### src/bgc_pkg.sv
// Package for the button gesture classifier: types, codes and reset constants.
`timescale 1ns / 1ps

package bgc_pkg;

    // Default width of stored timestamps and time differences
    localparam int TIME_BITS_DEFAULT = 32;

    // Configuration register geometry
    localparam int CFG_BITS   = 16;
    localparam int APB_DATA_W = 32;
    localparam int APB_ADDR_W = 3;

    // Register indexes
    localparam logic REG_LONG_PRESS   = 1'b0;
    localparam logic REG_DOUBLE_CLICK = 1'b1;

    // Register reset values
    localparam logic [CFG_BITS-1:0] LONG_PRESS_RESET   = 16'd2000;
    localparam logic [CFG_BITS-1:0] DOUBLE_CLICK_RESET = 16'd300;

    // Gesture state codes
    localparam logic [1:0] ST_IDLE     = 2'd0;
    localparam logic [1:0] ST_PRESSED  = 2'd1;
    localparam logic [1:0] ST_RELEASED = 2'd2;
    localparam logic [1:0] ST_SECOND   = 2'd3;

    // Configuration values handed to the gesture logic
    typedef struct packed {
        logic [CFG_BITS-1:0] long_press_ms;
        logic [CFG_BITS-1:0] double_click_ms;
    } bgc_cfg_t;

    // One result: the three gesture pulses
    typedef struct packed {
        logic single_click;
        logic long_press;
        logic double_click;
    } bgc_result_t;

endpackage

### src/bgc_cfg.sv
// APB register file holding the long-press time and the double-click window.
`timescale 1ns / 1ps

module bgc_cfg
    import bgc_pkg::*;
(
    input  logic                  aclk,
    input  logic                  aresetn,
    input  logic                  psel,
    input  logic                  penable,
    input  logic                  pwrite,
    input  logic [APB_ADDR_W-1:0] paddr,
    input  logic [APB_DATA_W-1:0] pwdata,
    output logic [APB_DATA_W-1:0] prdata,
    output logic                  pready,
    output bgc_cfg_t              cfg
);

    logic [CFG_BITS-1:0] long_press_reg;
    logic [CFG_BITS-1:0] double_click_reg;
    logic                wr_en;

    assign pready = 1'b1;
    assign wr_en  = psel && penable && pwrite && pready;

    // Write the addressed register; upper data bits drop
    always_ff @(posedge aclk) begin
        if (!aresetn) begin
            long_press_reg   <= LONG_PRESS_RESET;
            double_click_reg <= DOUBLE_CLICK_RESET;
        end else if (wr_en) begin
            unique case (paddr[2])
                REG_LONG_PRESS:   long_press_reg   <= pwdata[CFG_BITS-1:0];
                REG_DOUBLE_CLICK: double_click_reg <= pwdata[CFG_BITS-1:0];
                default:          long_press_reg   <= long_press_reg;
            endcase
        end
    end

    // Read back the addressed register
    always_comb begin
        unique case (paddr[2])
            REG_LONG_PRESS:   prdata = APB_DATA_W'(long_press_reg);
            REG_DOUBLE_CLICK: prdata = APB_DATA_W'(double_click_reg);
            default:          prdata = '0;
        endcase
    end

    assign cfg.long_press_ms   = long_press_reg;
    assign cfg.double_click_ms = double_click_reg;

endmodule

### src/bgc_fsm.sv
// Gesture state machine: state registers and the single-pass next-state logic.
`timescale 1ns / 1ps

module bgc_fsm
    import bgc_pkg::*;
#(
    parameter int TIME_BITS = TIME_BITS_DEFAULT
) (
    input  logic                 aclk,
    input  logic                 aresetn,
    input  logic                 upd,
    input  logic                 pressed,
    input  logic [TIME_BITS-1:0] now,
    input  bgc_cfg_t             cfg,
    output bgc_result_t          res
);

    logic [1:0]           state_reg, state_next;
    logic [TIME_BITS-1:0] press_start_reg, press_start_next;
    logic [TIME_BITS-1:0] first_release_reg, first_release_next;
    logic                 long_done_reg, long_done_next;
    logic                 click_done_reg, click_done_next;

    logic [TIME_BITS-1:0] rel_diff;
    logic [TIME_BITS-1:0] hold_diff;
    logic [TIME_BITS-1:0] dc_win;
    logic [TIME_BITS-1:0] lp_time;

    assign dc_win   = TIME_BITS'(cfg.double_click_ms);
    assign lp_time  = TIME_BITS'(cfg.long_press_ms);
    assign rel_diff = now - first_release_reg;

    // Follow the button, then check the hold on the updated state
    always_comb begin
        state_next         = state_reg;
        press_start_next   = press_start_reg;
        first_release_next = first_release_reg;
        long_done_next     = long_done_reg;
        click_done_next    = click_done_reg;
        res                = '0;

        unique case (state_reg)
            ST_IDLE: begin
                if (pressed) begin
                    state_next       = ST_PRESSED;
                    press_start_next = now;
                    long_done_next   = 1'b0;
                    click_done_next  = 1'b0;
                end
            end
            ST_PRESSED: begin
                if (!pressed) begin
                    state_next         = ST_RELEASED;
                    first_release_next = now;
                end
            end
            ST_RELEASED: begin
                // window expiry and a new press may land on one sample
                if (rel_diff > dc_win) begin
                    if (!click_done_reg) begin
                        res.single_click = 1'b1;
                        click_done_next  = 1'b1;
                    end
                    state_next = ST_IDLE;
                end
                if (pressed) begin
                    state_next       = ST_SECOND;
                    press_start_next = now;
                end
            end
            ST_SECOND: begin
                if (!pressed) begin
                    res.double_click = 1'b1;
                    state_next       = ST_IDLE;
                end
            end
            default: state_next = ST_IDLE;
        endcase

        hold_diff = now - press_start_next;
        if (state_next == ST_PRESSED && !long_done_next && hold_diff >= lp_time) begin
            res.long_press  = 1'b1;
            long_done_next  = 1'b1;
            click_done_next = 1'b1;
        end
    end

    // Commit the state when a request leaves the input register
    always_ff @(posedge aclk) begin
        if (!aresetn) begin
            state_reg         <= ST_IDLE;
            press_start_reg   <= '0;
            first_release_reg <= '0;
            long_done_reg     <= 1'b0;
            click_done_reg    <= 1'b0;
        end else if (upd) begin
            state_reg         <= state_next;
            press_start_reg   <= press_start_next;
            first_release_reg <= first_release_next;
            long_done_reg     <= long_done_next;
            click_done_reg    <= click_done_next;
        end
    end

`ifndef SYNTH
    // a double click only comes out of the second press
    a_dbl_from_second: assert property (@(posedge aclk) disable iff (!aresetn)
        upd && res.double_click |-> state_reg == ST_SECOND)
        else $error("double click outside second press");

    // a long press claims the click and is not repeated
    a_long_sets_done: assert property (@(posedge aclk) disable iff (!aresetn)
        upd && res.long_press |=> long_done_reg && click_done_reg)
        else $error("long press did not set done flags");

    // a single click only fires on leaving the released state
    a_single_leaves: assert property (@(posedge aclk) disable iff (!aresetn)
        upd && res.single_click |=> state_reg == ST_IDLE || state_reg == ST_SECOND)
        else $error("single click without leaving released state");
`endif

endmodule

### src/button_gesture_classifier.sv
// Top level of the button gesture classifier: channels, pipeline registers, config.
`timescale 1ns / 1ps

// Button gesture classifier.
// Input channel (s_valid/s_ready): one sample per request, the button level
// s_pressed and the millisecond timestamp s_now_ms. Result channel
// (m_valid/m_ready): exactly one result per sample, with one-sample pulses
// m_single_click, m_long_press and m_double_click.
// A sample is captured in the input register, passes through the gesture
// logic and lands in the result register, which drives m_valid.
// Throughput is one sample per cycle while the receiver keeps m_ready high,
// as the gesture state registers update on every advance.
// When the receiver stalls, the result register holds, the input register
// keeps the next sample, and s_ready drops once both are full; no state is
// updated until the held sample can move on.
// Reset (aresetn low, synchronous) empties both registers, returns the
// machine to idle with cleared times and flags, and loads the defaults
// long_press_ms = 2000 and double_click_ms = 300.
// Configuration is written over the APB port (register 0 at address 0, register
// 1 at address 4); the user must write it only while the block is idle (not enforced).

module button_gesture_classifier
    import bgc_pkg::*;
#(
    parameter int TIME_BITS = TIME_BITS_DEFAULT
) (
    input  logic                  aclk,
    input  logic                  aresetn,
    input  logic                  s_valid,
    output logic                  s_ready,
    input  logic                  s_pressed,
    input  logic [31:0]           s_now_ms,
    output logic                  m_valid,
    input  logic                  m_ready,
    output logic                  m_single_click,
    output logic                  m_long_press,
    output logic                  m_double_click,
    input  logic                  psel,
    input  logic                  penable,
    input  logic                  pwrite,
    input  logic [APB_ADDR_W-1:0] paddr,
    input  logic [APB_DATA_W-1:0] pwdata,
    output logic [APB_DATA_W-1:0] prdata,
    output logic                  pready
);

    bgc_cfg_t    cfg;
    bgc_result_t res;
    bgc_result_t out_res_reg;

    logic                 in_vld_reg;
    logic                 in_pressed_reg;
    logic [TIME_BITS-1:0] in_now_reg;
    logic                 out_vld_reg;
    logic                 adv;

    // Advance when the input register holds a sample and the result register is empty or being drained
    assign adv     = in_vld_reg && (!out_vld_reg || m_ready);
    assign s_ready = !in_vld_reg || adv;

    bgc_cfg u_cfg (
        .aclk    (aclk),
        .aresetn (aresetn),
        .psel    (psel),
        .penable (penable),
        .pwrite  (pwrite),
        .paddr   (paddr),
        .pwdata  (pwdata),
        .prdata  (prdata),
        .pready  (pready),
        .cfg     (cfg)
    );

    bgc_fsm #(
        .TIME_BITS (TIME_BITS)
    ) u_fsm (
        .aclk    (aclk),
        .aresetn (aresetn),
        .upd     (adv),
        .pressed (in_pressed_reg),
        .now     (in_now_reg),
        .cfg     (cfg),
        .res     (res)
    );

    // Input register: take a request whenever there is room
    always_ff @(posedge aclk) begin
        if (!aresetn) begin
            in_vld_reg <= 1'b0;
        end else if (s_ready) begin
            in_vld_reg <= s_valid;
        end
    end

    always_ff @(posedge aclk) begin
        if (s_valid && s_ready) begin
            in_pressed_reg <= s_pressed;
            in_now_reg     <= TIME_BITS'(s_now_ms);
        end
    end

    // Result register: load on advance, drop once taken
    always_ff @(posedge aclk) begin
        if (!aresetn) begin
            out_vld_reg <= 1'b0;
        end else if (adv) begin
            out_vld_reg <= 1'b1;
        end else if (m_ready) begin
            out_vld_reg <= 1'b0;
        end
    end

    always_ff @(posedge aclk) begin
        if (adv) begin
            out_res_reg <= res;
        end
    end

    assign m_valid        = out_vld_reg;
    assign m_single_click = out_res_reg.single_click;
    assign m_long_press   = out_res_reg.long_press;
    assign m_double_click = out_res_reg.double_click;

`ifndef SYNTH
    // gestures exclude each other on one sample
    a_onehot_res: assert property (@(posedge aclk) disable iff (!aresetn)
        m_valid |-> $onehot0({m_single_click, m_long_press, m_double_click}))
        else $error("more than one gesture on one result");
`endif

endmodule

### config.mk
export PLATFORM = sky130hd
export DESIGN_NAME = button_gesture_classifier
export DESIGN_NICKNAME = d
export VERILOG_FILES = /design/src/bgc_pkg.sv /design/src/bgc_cfg.sv /design/src/bgc_fsm.sv /design/src/button_gesture_classifier.sv
export SDC_FILE = /design/constraint.sdc
export NUM_CORES = 1
export LEC_CHECK = 0
export BUFFER_PORTS_ARGS = -buffer_cell sky130_fd_sc_hd__buf_2
export CORE_MARGIN = 5
export CORE_UTILIZATION = 59
export DETAILED_ROUTE_END_ITERATION = 7
export PLACE_DENSITY = 0.88
export SLEW_MARGIN = 15
export SYNTH_ARGS = -nofsm -noshare
export SYNTH_HDL_FRONTEND = slang
export SYNTH_SLANG_ARGS = --single-unit
### constraint.sdc
create_clock -name aclk -period 10.52 [get_ports aclk]
set_clock_uncertainty 0.1 [all_clocks]
set_input_delay 2.104 -clock aclk [delete_from_list [all_inputs] [get_ports aclk]]
set_output_delay 2.104 -clock aclk [all_outputs]
set_load 0.02 [all_outputs]
==> metrics.md <==
| Metric | Value |
|---|---|
| Status | finished clean |
| IO Count | 113 |
| Slew @ Worst Pin | 1.12 ns |
| Num CTS Buffers | 17 |
| Register Area | 0.00312 mm^2 |
| WP buf/inv | 1 |
| TritonCTS Sinks | between 100 and 150 |
| Post-route ant nets | 0 |
| First-pass GRT wire length | 43900 um |
| CTS tree | built |
| Vias | roughly 9700 |
| Core area | between 0.015 and 0.02 mm^2 |
| Area Overhead vs Synth | 10.1% |
| Number of fill cells | 1442 |
| Hold Buf Count CTS | 0 |
| Mean Syn Cell Area | 7.81 um^2 |
| Drt drc | 0 |
| Leading post-synthesis cells by cell area | dfxtp_1 (20%), ha_1 (12%), edfxtp_1 (11%), nand2_1 (9.5%), a21oi_1 (8.1%) |
| Post-synth EDFFs | 36 |
| DR vias/cell | 6.12 |
| WL/cell | 17.2 um |
| Post_cts resized | 0 |
| Worst-path fanout max | 34 |
| Layout Cells excl Fill | 1579 |
| Critical-path cell list | nor2b_4, buf_4, mux2i_1, ha_1, a21oi_1, nor2_1, a211oi_1, and2_1, o21a_1, o21bai_1, a21oi_1, xnor2_1, ha_1, a2111oi_0, o221ai_1, or4_1, nor4_1, nand4_1, nor4_1, nor3_1, o21a_1 |
| Synth Flop Type | dfxtp_1 |
| Nets | 1512 |
| DIE AREA | 0.0199 mm^2 |
| Post-Synth Adder-Cell Area | about an eighth |
| Largest delay share family, worst path | simple AND/OR/NAND/NOR gates |
| Slew headroom | 24.8% |
| Placed Cells incl. Taps | 1547 |
| Layout cells sized above 1 | 10.3% |
| Crit-path slowest cell | nor4_1 |
| Drt total wl | 27100 um |
| PD cells | approximately 140 mW/mm^2 |
| Yosys top cell by area | dfxtp_1 |
| Fin crit share | 62.1% |
| Gpl congestion | 0.945 |
| Multi-input gate area | 0.00641 mm^2 |
| Final Setup Violations | 0 |
| Antenna Cells | 0 |
| Ys Warns | 0 |
| Largest family of logic cells by synthesized area | compound AO/OA/AOI/OAI gates |
| Synth Area in XOR/XNOR | 3.19% |
| Pre-antenna DRT Iters | 6 |
| Die height | 141 um |
| Sequential fraction of the synthesis area | 30.8% |
| CP Class | flop to flop |
| Maximum clock path buffer count | 2 |
| Mux cell area share after synthesis | 3.71% |
| CP Launch Type | flop |
| Slew Viols, Final | 0 |
| Reg2reg start | in_pressed_reg$_DFFE_PP_ |
| DR iter-0 viols | 766 |
| Starting Density | between 50 and 60% |
| Grt total ovfl | 0 |
| Max-Cap Viols | 0 |
| RSZ-0062 raised after global routing | false |
| Synth top area share | just over 20% |
| Largest net degree at the start of global routing | about 90 |
| Hold depth | 2 |
| Fmax | 153 MHz |
| H-Tree Level Count | 4 |
| Worst hold-check path type | flop to flop |
| Worst VDD drop | approximately 0.12 mV |
| Post-CTS Setup Inserts | 0 |
| Hold path start | u_fsm.press_start_reg[24]$_SDFFE_PN0P_ |
| Ys async rst share | 0% |
| Leak | roughly 4.3 nW |
| Initial antenna violation count | 0 |
| Mapped Cells | around 1300 |
| Commonest cells post-synth | nand2_1 (257), a21oi_1 (165), dfxtp_1 (102) |
| FF-to-FF path depth | 21 |
| Number of global-route vias before repair | just over 9000 |
| Final-report hold violation count | 0 |
| Reg-to-reg endpoint | u_fsm.click_done_reg$_SDFFE_PN0P_ |
| WP data required | 10.74 ns |
| Largest stage delay on the critical path | 0.63 ns |
| Clk slew on worst S/H paths | approximately 0.060 ns |
| Synth Cell Area | 0.0101 mm^2 |
| Fin Setup TNS | 0 ns |
| Gr usage total | 27.0% |
| Compound-cell area share of the yosys netlist | roughly a quarter |
| Crit. End Element | flop |
| Count of state elements after synthesis | about 140 |
| Most frequent cell after synthesis | nand2_1 |
| Fin crit period | 6.53 ns |
| Worst-Skew Late Latency | 0.43 ns |
| Row count | 48 |
| Final Power | 1.57 mW |
| Crit path DAT | 6.75 ns |
| Clk root buf | clkbuf_16 |
| Synth Area in Simple Gates | around a fifth |
| IO Port Bufs | 77 |
| DIE WIDTH | 141 um |
| Dpl hpwl | 20400 um |
| Worst R2R Setup Slack | roughly 4.0 ns |
| WHS Endpoint | u_fsm.press_start_reg[24]$_SDFFE_PN0P_ |
| Distinct cells, synth | 75 |
## metal layers
metal	vias up	global-route usage (%)	part of all wire, %
met5	-	0	0
li1	4698	-	-
met3	66	4.44	6.9
met2	356	43.6	46
met4	0	9.08	2.6
met1	4543	36.9	44
## worst register-to-register path, delay by kind of cell, from the launching register on
kind / cells / cell delay, ns
simple gates: 8 / 2.24
fa+ha+maj: 2 / 0.52
flops: 1 / 0.47
buf+inv: 1 / 0.47
compound gates: 8 / 2.21
xor+xnor: 1 / 0.10
mux: 1 / 0.32
## logic make-up (layout without fill, tap and decap cells)
logic type | Yosys count | count (layout)
AOI/OAI and AO/OA | 380 | 380
buffers and inverters | 160 | 200
muxes | 37 | 37
DFF | 138 | 138
adders and majority gates | 96 | 96
and+or+nand+nor | 449 | 449
other | 2 | 17
xor gates and xnor gates | 37 | 37
## power breakdown
| group | leakage [nW] | switching (mW) | total (mW) | internal (mW) |
|---|---|---|---|---|
| combinational | 2.83 | 0.237 | 0.386 | 0.148 |
| clock | 0.292 | 0.233 | 0.597 | 0.364 |
| sequential | 1.18 | 0.0201 | 0.584 | 0.564 |
| total | 4.30 | 0.491 | 1.57 | 1.08 |
## worst max path at each step
stage | from | endpoint | slack, ns | depth (start not counted)
2_1_floorplan | in_pressed_reg$_DFFE_PP_ | u_fsm.long_done_reg$_SDFFE_PN0P_ | 4.57 | 23
3_3_place_gp | in_pressed_reg$_DFFE_PP_ | u_fsm.long_done_reg$_SDFFE_PN0P_ | 4.41 | 21
3_5_place_dp | in_pressed_reg$_DFFE_PP_ | u_fsm.long_done_reg$_SDFFE_PN0P_ | 4.20 | 21
4_1_cts | in_pressed_reg$_DFFE_PP_ | u_fsm.click_done_reg$_SDFFE_PN0P_ | 4.10 | 21
5_1_grt | in_pressed_reg$_DFFE_PP_ | u_fsm.long_done_reg$_SDFFE_PN0P_ | 3.58 | 21
6_report | in_pressed_reg$_DFFE_PP_ | u_fsm.click_done_reg$_SDFFE_PN0P_ | 3.99 | 21
## layout by cell type (no fill, tap or decap), types with 5 or more instances in the layout
master     instances
xor2_1            15
or3_1              9
nor2b_1            6
conb_1            17
buf_2             77
nand4_1           24
o2111ai_1          8
ha_1              94
and2_1             6
nor4_1             9
dfxtp_1          102
inv_1             83
nand3_1           22
a31oi_1            8
nand2_1          257
o21a_1            23
a21oi_1          165
buf_4              7
a211oi_1          18
a21o_1            11
edfxtp_1          36
mux2_2             5
a211o_1            8
o211ai_1          21
nand2b_1          12
o31ai_1            6
o21ai_0           57
nor2_1            58
clkbuf_16         20
xnor2_1           22
nor3_1            20
o21bai_1           5
mux2i_1           32
## cell type report
class                           count  area share [%]
Clock buffer                       25            4.92
Clock inverter                      7           0.448
Inverter                           84            2.82
Multi-Input combinational cell   1016            57.4
Sequential cell                   138            28.0
Tap cell                          225            2.52
Timing Repair Buffer               84            3.92
## through the flow
step                setup WS, ns  util [%]  cell area, um^2  hold slack [ns]
floorplan                   4.57         -            10200            0.334
finish                      3.99      65.5            11200            0.352
detailed placement          4.20      62.0            10600            0.346
CTS                         4.10      65.5            11200            0.354
global placement            4.41      62.0            10600            0.341
global route                3.58      65.5            11200            0.370
No activity file was read; power rests on OpenSTA's default activity.
